$ cat src/hdl/assert_macros.svh
// Assertion helpers, clocked on clk, disabled while arst_n is low.
`ifndef ASSERT_MACROS_SVH
`define ASSERT_MACROS_SVH

// Same-cycle implication.
`define ASSERT_IMPLIES(lbl, ante, cons) \
	lbl: assert property (@(posedge clk) disable iff (!arst_n) (ante) |-> (cons)) \
		else $error("assertion failed: same-cycle implication");

// Next-cycle implication.
`define ASSERT_NEXT(lbl, ante, cons) \
	lbl: assert property (@(posedge clk) disable iff (!arst_n) (ante) |=> (cons)) \
		else $error("assertion failed: next-cycle implication");

`endif

$ cat src/hdl/refc_pkg.sv
package refc_pkg;

	localparam int CH_W   = 3;
	localparam int SMP_W  = 12;
	localparam int TILT_W = 8;
	localparam int VAL_W  = 12;
	localparam int COL_W  = 3;
	localparam int AVG_W  = 20;
	localparam int THR_W  = 56;

	localparam int CFG_IDX_W  = 3;
	localparam int CFG_DATA_W = 56;

	localparam logic [CFG_IDX_W-1:0] REG_THR_BLACK  = 3'd0;
	localparam logic [CFG_IDX_W-1:0] REG_THR_BLUE   = 3'd1;
	localparam logic [CFG_IDX_W-1:0] REG_THR_RED    = 3'd2;
	localparam logic [CFG_IDX_W-1:0] REG_THR_SILVER = 3'd3;
	localparam logic [CFG_IDX_W-1:0] REG_ALPHA      = 3'd4;
	localparam logic [CFG_IDX_W-1:0] REG_SCALE      = 3'd5;
	localparam logic [CFG_IDX_W-1:0] REG_DSEL       = 3'd6;
	localparam logic [CFG_IDX_W-1:0] REG_CH_COUNT   = 3'd7;

	localparam logic [COL_W-1:0] COL_UNKNOWN = 3'd0;
	localparam logic [COL_W-1:0] COL_BLACK   = 3'd1;
	localparam logic [COL_W-1:0] COL_BLUE    = 3'd2;
	localparam logic [COL_W-1:0] COL_RED     = 3'd3;
	localparam logic [COL_W-1:0] COL_SILVER  = 3'd4;

	localparam logic [VAL_W-1:0] VAL_MAX = 12'hFFF;

	localparam logic [8:0]  ALPHA_MIN   = 9'd3;
	localparam logic [8:0]  ALPHA_ONE   = 9'd256;
	localparam logic [15:0] SCALE_ONE   = 16'd256;
	localparam int          DSEL_RATIO  = 6;

	localparam int QUO_W     = 21;
	localparam int DIV_STEPS = QUO_W;

	typedef struct packed {
		logic [7:0]       tlim;
		logic [VAL_W-1:0] amax;
		logic [VAL_W-1:0] amin;
		logic [VAL_W-1:0] pmax;
		logic [VAL_W-1:0] pmin;
	} thr_t;

endpackage

$ cat src/hdl/refc_if.sv
interface refc_sample_if import refc_pkg::*; ();
	logic              valid;
	logic              ready;
	logic [CH_W-1:0]   channel_index;
	logic [SMP_W-1:0]  sample_value;
	logic [TILT_W-1:0] tilt_magnitude;

	modport source (output valid, output channel_index, output sample_value,
		output tilt_magnitude, input ready);
	modport sink (input valid, input channel_index, input sample_value,
		input tilt_magnitude, output ready);
endinterface

interface refc_result_if import refc_pkg::*; ();
	logic             valid;
	logic             ready;
	logic [VAL_W-1:0] smoothed_value;
	logic [COL_W-1:0] floor_colour;

	modport source (output valid, output smoothed_value, output floor_colour, input ready);
	modport sink (input valid, input smoothed_value, input floor_colour, output ready);
endinterface

$ cat src/hdl/reflectance_ema_floor_classifier_core.sv
// channel | dir | payload
// samp    | in  | channel_index, sample_value, tilt_magnitude
// res     | out | smoothed_value, floor_colour
// cfg     | in  | cfg_we, cfg_index, cfg_wdata (write only)
//
// Box mode steps: MUL1, MUL2, UPD, RDP, RDA, NUM, CLS, OUT; a sample on an unused
// channel skips MUL1-UPD; ratio mode adds divider setup plus 21 restoring steps.
// One shared 20x16 multiplier does the average update and the ratio numerator;
// the four colours are tested one per cycle through one shared comparator.
// samp.ready is high only while idle, from the cycle after the result is taken.
// Reset clears thresholds and seeded flags, presets other config; memory needs no clearing.
module reflectance_ema_floor_classifier_core import refc_pkg::*; #(
	parameter int MAX_CHANNELS = 8,
	parameter int SAMPLE_BITS  = 12
) (
	input  logic                  clk,
	input  logic                  arst_n,
	input  logic                  cfg_we,
	input  logic [CFG_IDX_W-1:0]  cfg_index,
	input  logic [CFG_DATA_W-1:0] cfg_wdata,
	refc_sample_if.sink           samp,
	refc_result_if.source         res
);

	localparam int IW = $clog2(MAX_CHANNELS);
	localparam int UseBits = (SAMPLE_BITS < SMP_W) ? SAMPLE_BITS : SMP_W;
	localparam logic [SMP_W-1:0] SmpMask = SMP_W'((32'd1 << UseBits) - 32'd1);

	localparam logic [3:0] S_IDLE = 4'd0;
	localparam logic [3:0] S_MUL1 = 4'd1;
	localparam logic [3:0] S_MUL2 = 4'd2;
	localparam logic [3:0] S_UPD  = 4'd3;
	localparam logic [3:0] S_RDP  = 4'd4;
	localparam logic [3:0] S_RDA  = 4'd5;
	localparam logic [3:0] S_NUM  = 4'd6;
	localparam logic [3:0] S_DSET = 4'd7;
	localparam logic [3:0] S_DIV  = 4'd8;
	localparam logic [3:0] S_CLS  = 4'd9;
	localparam logic [3:0] S_OUT  = 4'd10;

	// configuration
	thr_t        thr_q [4];
	logic [8:0]  alpha_q;
	logic [15:0] scale_q;
	logic [6:0]  dsel_q;
	logic [3:0]  cnt_q;

	logic [8:0]  alpha_v;
	logic [15:0] scale_v;
	logic [3:0]  cnt_v;

	always_comb begin
		alpha_v = cfg_wdata[8:0];
		if (alpha_v < ALPHA_MIN) alpha_v = ALPHA_MIN;
		if (alpha_v > ALPHA_ONE) alpha_v = ALPHA_ONE;
		scale_v = cfg_wdata[15:0];
		if (scale_v < SCALE_ONE) scale_v = SCALE_ONE;
		cnt_v = cfg_wdata[3:0];
		if (cnt_v == 4'd0) cnt_v = 4'd1;
		if (cnt_v > 4'(MAX_CHANNELS)) cnt_v = 4'(MAX_CHANNELS);
	end

	always_ff @(posedge clk or negedge arst_n) begin
		if (!arst_n) begin
			for (int i = 0; i < 4; i++) thr_q[i] <= '0;
			alpha_q <= ALPHA_ONE;
			scale_q <= SCALE_ONE;
			dsel_q  <= 7'd8;
			cnt_q   <= 4'(MAX_CHANNELS);
		end else if (cfg_we) begin
			case (cfg_index)
				REG_THR_BLACK:  thr_q[0] <= thr_t'(cfg_wdata[THR_W-1:0]);
				REG_THR_BLUE:   thr_q[1] <= thr_t'(cfg_wdata[THR_W-1:0]);
				REG_THR_RED:    thr_q[2] <= thr_t'(cfg_wdata[THR_W-1:0]);
				REG_THR_SILVER: thr_q[3] <= thr_t'(cfg_wdata[THR_W-1:0]);
				REG_ALPHA:      alpha_q <= alpha_v;
				REG_SCALE:      scale_q <= scale_v;
				REG_DSEL:       dsel_q <= cfg_wdata[6:0];
				REG_CH_COUNT:   cnt_q <= cnt_v;
				default: ;
			endcase
		end
	end

	// decision channels
	logic [IW-1:0] pidx, aidx;
	logic [3:0]    cnt_m1;

	always_comb begin
		cnt_m1 = cnt_q - 4'd1;
		pidx = ({1'b0, dsel_q[2:0]} < cnt_q) ? dsel_q[IW-1:0] : '0;
		aidx = ({1'b0, dsel_q[5:3]} < cnt_q) ? dsel_q[3+IW-1:3] : cnt_m1[IW-1:0];
	end

	// control and item registers
	logic [3:0]          state_q;
	logic [IW-1:0]       ch_q;
	logic                use_q;
	logic [SMP_W-1:0]    smp_q;
	logic [TILT_W-1:0]   tilt_q;
	logic [MAX_CHANNELS-1:0] seeded_q;
	logic [27:0]         prod_q, acc_q;
	logic [VAL_W-1:0]    prim_q, aux_q, div_q, smoothed_q;
	logic [VAL_W-1:0]    rem_q;
	logic [QUO_W-1:0]    dq_q;
	logic [4:0]          div_cnt_q;
	logic [1:0]          cls_q;
	logic [COL_W-1:0]    colour_q;

	// average memory
	logic [AVG_W-1:0] avg_mem [MAX_CHANNELS];
	logic [AVG_W-1:0] rd_q;
	logic [IW-1:0]    rd_addr;
	logic             mem_we;
	logic [AVG_W-1:0] new_avg;

	always_comb begin
		case (state_q)
			S_IDLE:  rd_addr = samp.channel_index[IW-1:0];
			S_RDP:   rd_addr = pidx;
			default: rd_addr = aidx;
		endcase
	end

	assign mem_we = (state_q == S_UPD);

	always_ff @(posedge clk) begin
		if (mem_we) avg_mem[ch_q] <= new_avg;
		rd_q <= avg_mem[rd_addr];
	end

	function automatic logic [VAL_W-1:0] rnd_avg(input logic [AVG_W-1:0] a);
		logic [AVG_W:0] s;
		s = {1'b0, a} + (AVG_W+1)'(128);
		return (s[AVG_W:8] > {1'b0, VAL_MAX}) ? VAL_MAX : s[AVG_W-1:8];
	endfunction

	// shared multiplier
	logic [AVG_W-1:0] mul_a;
	logic [15:0]      mul_b;
	logic [35:0]      mul_p;
	logic [8:0]       alpha_c;

	always_comb begin
		alpha_c = ALPHA_ONE - alpha_q;
		case (state_q)
			S_MUL1: begin
				mul_a = rd_q;
				mul_b = {7'd0, alpha_c};
			end
			S_MUL2: begin
				mul_a = {{(AVG_W-SMP_W){1'b0}}, smp_q};
				mul_b = {7'd0, alpha_q};
			end
			default: begin
				mul_a = {{(AVG_W-VAL_W){1'b0}}, prim_q};
				mul_b = scale_q;
			end
		endcase
		mul_p = mul_a * mul_b;
	end

	// average update
	logic [28:0] upd_sum;
	always_comb begin
		upd_sum = {1'b0, acc_q} + {prod_q[20:0], 8'd0} + 29'd128;
		new_avg = seeded_q[ch_q] ? upd_sum[27:8] : {smp_q, 8'd0};
	end

	// divider step
	logic [VAL_W:0]   div_sh;
	logic             div_ge;
	logic [VAL_W-1:0] aux_nz;
	logic [28:0]      div_num;

	always_comb begin
		aux_nz  = (aux_q == '0) ? VAL_W'(1) : aux_q;
		div_num = {1'b0, prod_q} + {10'd0, aux_nz, 7'd0};
		div_sh  = {rem_q, dq_q[QUO_W-1]};
		div_ge  = div_sh >= {1'b0, div_q};
	end

	// colour test
	thr_t             thr_c;
	logic [VAL_W-1:0] pv;
	logic             hit;

	always_comb begin
		thr_c = thr_q[cls_q];
		if (dsel_q[DSEL_RATIO])
			pv = (dq_q > QUO_W'(VAL_MAX)) ? VAL_MAX : dq_q[VAL_W-1:0];
		else
			pv = prim_q;
		hit = !(thr_c.pmax == '0 && thr_c.amax == '0);
		if (pv < thr_c.pmin || pv > thr_c.pmax) hit = 1'b0;
		if (!dsel_q[DSEL_RATIO] && (aux_q < thr_c.amin || aux_q > thr_c.amax)) hit = 1'b0;
		if (thr_c.tlim != '0 && tilt_q > thr_c.tlim) hit = 1'b0;
	end

	always_ff @(posedge clk or negedge arst_n) begin
		if (!arst_n) begin
			state_q   <= S_IDLE;
			seeded_q  <= '0;
			div_cnt_q <= '0;
			cls_q     <= '0;
		end else begin
			case (state_q)
				S_IDLE: begin
					if (samp.valid) begin
						if ({1'b0, samp.channel_index} < cnt_q) state_q <= S_MUL1;
						else state_q <= S_RDP;
					end
				end
				S_MUL1: state_q <= S_MUL2;
				S_MUL2: state_q <= S_UPD;
				S_UPD: begin
					seeded_q[ch_q] <= 1'b1;
					state_q <= S_RDP;
				end
				S_RDP: state_q <= S_RDA;
				S_RDA: state_q <= S_NUM;
				S_NUM: begin
					cls_q <= '0;
					state_q <= dsel_q[DSEL_RATIO] ? S_DSET : S_CLS;
				end
				S_DSET: begin
					div_cnt_q <= '0;
					state_q <= S_DIV;
				end
				S_DIV: begin
					div_cnt_q <= div_cnt_q + 5'd1;
					if (div_cnt_q == 5'(DIV_STEPS - 1)) state_q <= S_CLS;
				end
				S_CLS: begin
					cls_q <= cls_q + 2'd1;
					if (hit || cls_q == 2'd3) state_q <= S_OUT;
				end
				S_OUT: begin
					if (res.ready) state_q <= S_IDLE;
				end
				default: state_q <= S_IDLE;
			endcase
		end
	end

	always_ff @(posedge clk) begin
		case (state_q)
			S_IDLE: begin
				ch_q       <= samp.channel_index[IW-1:0];
				use_q      <= {1'b0, samp.channel_index} < cnt_q;
				smp_q      <= samp.sample_value & SmpMask;
				tilt_q     <= samp.tilt_magnitude;
				smoothed_q <= '0;
				colour_q   <= COL_UNKNOWN;
			end
			S_MUL1: prod_q <= mul_p[27:0];
			S_MUL2: begin
				acc_q  <= prod_q;
				prod_q <= mul_p[27:0];
			end
			S_UPD: smoothed_q <= rnd_avg(new_avg);
			S_RDA: prim_q <= seeded_q[pidx] ? rnd_avg(rd_q) : '0;
			S_NUM: begin
				aux_q  <= seeded_q[aidx] ? rnd_avg(rd_q) : '0;
				prod_q <= mul_p[27:0];
			end
			S_DSET: begin
				div_q <= aux_nz;
				dq_q  <= div_num[28:8];
				rem_q <= '0;
			end
			S_DIV: begin
				rem_q <= div_ge ? VAL_W'(div_sh - {1'b0, div_q}) : div_sh[VAL_W-1:0];
				dq_q  <= {dq_q[QUO_W-2:0], div_ge};
			end
			S_CLS: begin
				if (hit) colour_q <= COL_BLACK + COL_W'(cls_q);
			end
			default: ;
		endcase
	end

	assign samp.ready         = (state_q == S_IDLE);
	assign res.valid          = (state_q == S_OUT);
	assign res.smoothed_value = smoothed_q;
	assign res.floor_colour   = colour_q;

	`include "assert_macros.svh"

	`ASSERT_IMPLIES(a_ready_no_result, samp.ready, !res.valid)
	`ASSERT_IMPLIES(a_colour_range, res.valid, res.floor_colour <= COL_SILVER)
	`ASSERT_IMPLIES(a_unused_zero, res.valid && !use_q, res.smoothed_value == '0)
	`ASSERT_NEXT(a_seed_set, state_q == S_UPD, seeded_q[ch_q])
	`ASSERT_IMPLIES(a_div_ratio_only, state_q == S_DIV, dsel_q[DSEL_RATIO])

endmodule
$ cat src/flat_wrapper.sv
// flat-port wrapper written by rule: the top's interface ports become plain ports
module reflectance_ema_floor_classifier_core_flat import refc_pkg::*;
#(
	parameter int MAX_CHANNELS = 8,
	parameter int SAMPLE_BITS  = 12
)
  (clk, arst_n, cfg_we, cfg_index, cfg_wdata, samp_valid, samp_channel_index, samp_sample_value, samp_tilt_magnitude, samp_ready, res_valid, res_smoothed_value, res_floor_colour, res_ready);
  refc_sample_if samp_i ();
  refc_result_if res_i ();
  input  logic clk;
  input  logic arst_n;
  input  logic cfg_we;
  input  logic [CFG_IDX_W-1:0] cfg_index;
  input  logic [CFG_DATA_W-1:0] cfg_wdata;
  input wire logic [$bits(samp_i.valid)-1:0] samp_valid;
  input wire logic [$bits(samp_i.channel_index)-1:0] samp_channel_index;
  input wire logic [$bits(samp_i.sample_value)-1:0] samp_sample_value;
  input wire logic [$bits(samp_i.tilt_magnitude)-1:0] samp_tilt_magnitude;
  output wire logic [$bits(samp_i.ready)-1:0] samp_ready;
  output wire logic [$bits(res_i.valid)-1:0] res_valid;
  output wire logic [$bits(res_i.smoothed_value)-1:0] res_smoothed_value;
  output wire logic [$bits(res_i.floor_colour)-1:0] res_floor_colour;
  input wire logic [$bits(res_i.ready)-1:0] res_ready;
  assign samp_i.valid = samp_valid;
  assign samp_i.channel_index = samp_channel_index;
  assign samp_i.sample_value = samp_sample_value;
  assign samp_i.tilt_magnitude = samp_tilt_magnitude;
  assign samp_ready = samp_i.ready;
  assign res_valid = res_i.valid;
  assign res_smoothed_value = res_i.smoothed_value;
  assign res_floor_colour = res_i.floor_colour;
  assign res_i.ready = res_ready;
  reflectance_ema_floor_classifier_core #(.MAX_CHANNELS(MAX_CHANNELS), .SAMPLE_BITS(SAMPLE_BITS)) u_core (.clk(clk), .arst_n(arst_n), .cfg_we(cfg_we), .cfg_index(cfg_index), .cfg_wdata(cfg_wdata), .samp(samp_i), .res(res_i));
endmodule
$ cat config.mk
export PLATFORM = sky130hd
export DESIGN_NAME = reflectance_ema_floor_classifier_core_flat
export DESIGN_NICKNAME = d
export VERILOG_FILES = /design/src/hdl/refc_pkg.sv /design/src/hdl/refc_if.sv /design/src/hdl/reflectance_ema_floor_classifier_core.sv /design/src/flat_wrapper.sv
export VERILOG_INCLUDE_DIRS = /design/src /design/src/hdl
export SDC_FILE = /design/constraint.sdc
export NUM_CORES = 2
export LEC_CHECK = 0
export ABC_AREA = 1
export ABC_CLOCK_PERIOD_IN_PS = 6900
export BUFFER_PORTS_ARGS = -buffer_cell sky130_fd_sc_hd__buf_2
export CORE_AREA = 2 2 398 400
export CTS_BUF_LIST = sky130_fd_sc_hd__clkbuf_4 sky130_fd_sc_hd__clkbuf_8 sky130_fd_sc_hd__clkbuf_16
export DETAILED_ROUTE_END_ITERATION = 10
export DIE_AREA = 0 0 400 402
export HOLD_SLACK_MARGIN = 0.06
export PLACE_DENSITY_LB_ADDON = 0.05
export SETUP_SLACK_MARGIN = 0.5
export SLEW_MARGIN = 20
export SYNTH_ARGS = -nofsm -noshare
export SYNTH_HDL_FRONTEND = slang
export SYNTH_SLANG_ARGS = --single-unit
export TNS_END_PERCENT = 10
$ cat constraint.sdc
create_clock -name clk -period 6.9 [get_ports clk]
set_input_delay 1.035 -clock clk [delete_from_list [all_inputs] [get_ports clk]]
set_output_delay 1.035 -clock clk [all_outputs]
set_load 0.005 [all_outputs]
# Word-level counts from Yosys, hierarchy flattened
# Memory sizes are Yosys's and may differ from the RTL's. A register that Yosys moved wholly into a read port is not among the register bits.
# Index checks and enable logic that the tools add are counted.
[op_classes]
n_addsub = 11
order_cmp = 21
reduce_logical = 31
bitwise = 2
n_mul = 1
n_eq_ne = 24
n_mux = 47
[op_table]
columns = ["op", "n"]
rows = [
  ["binary-select mux 56 bit (select 2 bit)", 1],
  ["two-way mux 56 bit", 2],
  ["two-way mux 12 bit", 6],
  ["one-hot mux 12 bit (2 select lines)", 2],
  ["one-hot mux 4 bit (11 select lines)", 1],
  ["adder 20 x 8 -> 21 bit (second input constant)", 2],
  ["one-hot mux 21 bit (2 select lines)", 1],
  ["one-hot mux 20 bit (2 select lines)", 1],
  ["logical NOT 12 bit", 3],
  ["one-hot mux 16 bit (2 select lines)", 1],
  ["adder 28 x 19 -> 29 bit", 1],
  ["adder 28 bit", 1],
  ["adder 28 x 8 -> 28 bit (second input constant)", 1],
  ["multiplier 20 x 16 -> 28 bit", 1],
  ["two-way mux 4 bit", 7],
  ["greater-than comparator 13 x 12 -> 1 bit (second input constant)", 2],
  ["greater-than comparator 12 bit", 2],
  ["less-than comparator 12 bit", 2],
  ["greater-than comparator 21 x 12 -> 1 bit (second input constant)", 1],
  ["two-way mux 20 bit", 1],
  ["two-way mux 9 bit", 2],
  ["AND reduction 2 bit", 9],
  ["== test 4 x 3 -> 1 bit (second input constant)", 4],
  ["less-than comparator 16 x 9 -> 1 bit (second input constant)", 1],
  ["other kinds (44)", 82],
]
[word_totals]
output_inout_bits = 17
reg_bits = 442
n_memories = 1
ram_bits = 160
elab_cells = 178
inputBits = 87
[memory_table]
columns = ["memory", "depth", "width", "read_ports", "rd_clocked_by_memory_dff", "wr", "line", "rtl"]
rows = [
  ["u_core.avg_mem", 8, 20, 1, 1, 1, "reflectance_ema_floor_classifier_core.sv:111", "logic [AVG_W-1:0] avg_mem [MAX_CHANNELS];"],
]

# Longest topological paths before layout
[logic_depth]
word_depth = 13
ltp_mapped = 34
ltp_nobuf = 33

# Worst setup path after synthesis
# Ideal clock, no wire load.
[synth_path]
path_kind = "reg-to-reg"
start = "reg u_core.state_q[3]"
end = "reg u_core.prod_q[22], data pin"
setup_time_ns = 0.261
t_arrival_ns = 6.710
required_ns = 6.639
path_buffers = 2
stages_incl_launch_ff = 28
setup_slack_ns = -0.071
synth_period_minus_slack_ns = 6.971
path_cell_list = "dfrtp_1 > nor2_1 > inv_2 > nor2_4 > nor2_4 > inv_2 > buf_4 > o22ai_1 > a31oi_2 > buf_2 > nand2_1 > fa_1 > fa_1 > fa_1 > inv_1 > fa_1 > fa_1 > inv_1 > fa_1 > inv_1 > ha_1 > a21oi_1 > o21a_1 > a21boi_0 > o21ai_1 > nand2_1 > nand2_1 > xor2_1"
[synth_via]
elab_chain_len = 3
word_cells_on_any_way = 5
cone_classes = "1 x mul; 2 x eq/ne; 2 x mux"
[synth_rtl]
columns = ["element", "line", "rtl"]
rows = [
  ["start: declaration", "reflectance_ema_floor_classifier_core.sv:96", "logic [3:0] state_q;"],
  ["start signal: assignment", "reflectance_ema_floor_classifier_core.sv:224", "state_q <= dsel_q[DSEL_RATIO] ? S_DSET : S_CLS;"],
  ["== test 4 x 2 -> 1 bit or == test 4 x 1 -> 1 bit (tied branches)", "reflectance_ema_floor_classifier_core.sv:146", "case (state_q)"],
  ["one-hot mux 20 bit (2 select lines) or one-hot mux 16 bit (2 select lines) (tied branches)", "reflectance_ema_floor_classifier_core.sv:146", ""],
  ["multiplier 20 x 16 -> 28 bit (*)", "reflectance_ema_floor_classifier_core.sv:160", "mul_p = mul_a * mul_b;"],
  ["net u_core.mul_p[22]", "reflectance_ema_floor_classifier_core.sv:141", "logic [35:0] mul_p;"],
  ["end signal: assignment", "reflectance_ema_floor_classifier_core.sv:256", "S_MUL1: prod_q <= mul_p[27:0];"],
  ["end signal: assignment", "reflectance_ema_floor_classifier_core.sv:259", "prod_q <= mul_p[27:0];"],
  ["end signal: assignment", "reflectance_ema_floor_classifier_core.sv:265", "prod_q <= mul_p[27:0];"],
  ["end: declaration", "reflectance_ema_floor_classifier_core.sv:102", "logic [27:0] prod_q, acc_q;"],
]
# The timed path passes the listed nets; every way through them passes the cells marked *.
# A chain may end at the register's enable or synchronous reset.

# Final worst setup path
[layout_path]
start = "reg u_core.state_q[0]"
end = "reg u_core.prod_q[25], data pin"
# Same word-level chain as after synthesis.

==> reports/qor.csv <==
stage,metric,value,unit
finish,n_antenna_cell,0,
timing,worst_slew_pin_slew,1.07,ns
clock_tree,cts-root-buf,clkbuf_16,
setup_path,critPathRequiredTime,7.31,ns
worst_hold_path,hp-class,in2async,
yosys,yosys.area.top_type,edfxtp_1,
timing,hold_viol_final,0,
detailed_routing,dr.pass1.iters,8,
global_routing,globalRouteOverflowTotal,0,
setup_path,critPathMostFrequentCell,fa_1,
floorplanning,start_util,24.8,%
floorplanning,die_h,402,um
yosys,synth_area_per_cell,8.74,um2
global_routing,busiest_layer,met2,
finish,drive_above_1_share,14.4,%
timing,relSlewSlack,28.5,%
finish,stdcell_area,0.0469,mm2
setup_path,cp_slowest_cell,fa_1,
yosys,synth_edf_count,316,
clock_tree,clkSlewWorstSetupHoldPaths,0.06,ns
yosys,yosys_warnings,0,
yosys,synthTopCellsByArea,"edfxtp_1 (24%), dfrtp_1 (18%), fa_1 (12%)",
setup_path,worstSetupPathType,reg2reg,
timing,clock_skew,0.0462,ns
global_routing,grt_pass1_vias,31516,
setup_path,worst_setup_path_start_kind,flop,
global_routing,grt_usage,18.2,%
clock_tree,cts_tree,done,
clock_tree,clock_path_buffers,3,
floorplanning,dieArea,0.161,mm2
timing,timing.hold.ws,0.332,ns
detailed_routing,ant_nets,0,
timing,rsz0062_at_grt,yes,
global_routing,grt_max_degree,161,
yosys,syn_area,0.0389,mm2
floorplanning,pin_count,104,
clock_tree,cts_hold_buf,0,
finish,multi_input_area,0.0195,mm2
detailed_routing,viasPerCell,4.43,
global_routing,grt_first_pass_wirelength,215000,um
detailed_routing,dr_total_vias,30346,
setup_path,path_max_fanout,8,
setup_path,critPathBufInv,9,
finish,nFillCells,16935,
detailed_routing,drt_iter0_drc,1719,
yosys,async_flop_share,45.4,%
floorplanning,die_w,400,um
detailed_routing,totalWireLength,144000,um
yosys,ys_ff_latch,615,
setup_path,crit_arrival,6.96,ns
timing,setup_violations,0,
setup_path,end_kind,flop,
timing,max_freq,0.153,GHz
finish,regArea,0.0169,mm2
detailed_routing,drc_errors,0,
floorplanning,num_rows,146,
yosys,ys_seq_area_share,43.4,%
clock_tree,insertion_delay,0.70,ns
finish,nets,5206,
outcome,status,"finished, final reports clean",
yosys,synth_top_area_share,24.4,%
finish,area_growth,20.4,%
timing,min_period_over_period,95.0,%
global_routing,global_route.usage.met3,2.90,%
detailed_routing,drt-wirelength-per-cell,21.1,um
global_routing,antenna_found_initial,10,
place,placed_area,0.0432,mm2
global_routing,grtUsageMet1,24.8,%
setup_path,rr_worst_depth,27,
timing,drv_slew,0,
place,finalWeightedCongestion,0.820,
yosys,ys.flop_type,edfxtp_1,
place,dp_hpwl,106000,um
yosys,ys_types,61,
clock_tree,ctsHtreeMaxLevel,3,
clock_tree,numCtsBuffers,81,
floorplanning,fp.coreArea,0.157,mm2
place,post-place-cells,6646,
timing,min_period,6.55,ns
job,drv_cap,0,
place,io_buffers,103,
clock_tree,cts_sinks,615,
finish,stdcell_count,6846,
setup_path,critPathTopFamily,adder cells,
yosys,syn_inst,4452,
setup_path,cp.depth,27,
global_routing,grtUsageMet2,29.8,%
setup_path,cpPeakStageDelay,0.54,ns
[what timing repair did]
action,CTS,global route
cloned,1,0
endpoints found under the setup margin,17,18
setup buffers,44,8
gates resized for setup,113,23
pin swaps,53,16
[final cells by class]
| cell class | instances | area share (%) |
|---|---|---|
| repair buffers | 328 | 5.25 |
| inverters | 720 | 5.87 |
| clock inverters | 29 | 0.662 |
| flip-flops and latches | 615 | 36.0 |
| multi-input cells | 2964 | 41.5 |
| clock buffers | 118 | 5.12 |
| well taps | 2072 | 5.53 |
[cell usage after synthesis (27+ instances only)]
master    count
clkbuf_1    128
dfrtp_1     275
nor2_1      307
nand4_1      27
a21oi_1     214
fa_1        227
o21ai_0     446
o211ai_1     30
edfxtp_1    316
ha_1        182
a32o_1       29
nand3_1     129
xor2_1       38
inv_1       695
buf_2        29
nor3_1       29
nand2_1    1099
[worst register-to-register path, cell delays in order, from the launching register on]
cell and delay [ns]:
dfrtp_1 0.39, buf_4 0.15, nor2_4 0.09, inv_2 0.06, nor2_4 0.22, inv_2 0.10, buf_6 0.15, o21ai_1 0.14
buf_4 0.18, a21oi_2 0.06, buf_6 0.14, buf_4 0.15, nor2_1 0.12, fa_1 0.48, fa_1 0.50, fa_2 0.41
fa_1 0.52, fa_1 0.54, inv_1 0.06, fa_1 0.53, inv_1 0.09, ha_4 0.29, nand2_2 0.08, nor4_4 0.29
nand4_1 0.14, nand3_2 0.15, a31oi_2 0.11, xor2_1 0.15
[layer usage]
layer,wire (um),share of wire [%]
met5,8,0.0055
met1,67400,47
met2,67700,47
met3,5510,3.8
met4,3960,2.7
[cell families after synthesis]
| kind of cell | count (synthesis) | synth area share (%) |
|---|---|---|
| flip-flops | 615 | 43.4 |
| adder cells (fa/ha/maj) | 409 | 17.5 |
| other | 2 | 0.0193 |
| AO/OA/AOI/OAI | 832 | 11.9 |
| AND/OR/NAND/NOR | 1639 | 16.9 |
| XOR/XNOR | 63 | 1.44 |
| buffers and inverters | 892 | 8.81 |
[sequential cells by signal, indices dropped and copies added (netlist names), 16 cells and up]
name            count
u_core.acc_q       21
u_core.avg_mem    160
u_core.dq_q        21
u_core.prod_q      28
u_core.rd_q        20
u_core.scale_q     16
u_core.thr_q      224
[stage by stage]
step	TNS [ns]	utilization, %	worst slack (ns)
finish	0	29.8	0.346
detailed placement	-0.177	27.5	-0.0680
CTS	0	29.7	0.376
floorplan	0	-	0.480
global route	0	29.8	0.0494
global placement	-0.104	27.5	-0.0476
[layout by cell type, fill, tap and decap left out, drive strengths merged, types with 21 or more instances in the layout]
master / synthesis / routed
inv: 708 / 712
nor3: 29 / 29
nand2: 1111 / 1111
ha: 182 / 182
fa: 227 / 227
nor2: 320 / 320
clkbuf: 128 / 118
a21oi: 221 / 221
o21ai: 474 / 474
buf: 44 / 328
xnor2: 25 / 25
conb: 2 / 21
dfrtp: 275 / 275
o211ai: 30 / 30
xor2: 38 / 38
a32o: 29 / 29
clkinv: 12 / 33
nand3: 133 / 133
nand4: 27 / 27
edfxtp: 316 / 316
[final timing paths]
kind | from | slack [ns] | endpoint
max | u_core.state_q[0]$_DFFE_PN0P_ | 0.35 | u_core.prod_q[25]$_DFFE_PP_
min in group clk | u_core.thr_q[101]$_DFFE_PN0P_ | 0.48 | u_core.thr_q[101]$_DFFE_PN0P_
min | arst_n | 0.33 | u_core.thr_q[108]$_DFFE_PN0P_
max reg2reg | u_core.state_q[0]$_DFFE_PN0P_ | 0.35 | u_core.prod_q[25]$_DFFE_PP_
max in group asynchronous | arst_n | 5.13 | u_core.thr_q[136]$_DFFE_PN0P_
min reg2reg | u_core.thr_q[101]$_DFFE_PN0P_ | 0.48 | u_core.thr_q[101]$_DFFE_PN0P_
Power is not shown: default switching activity piles up to over one toggle a cycle in this logic, so the estimate is an artifact.
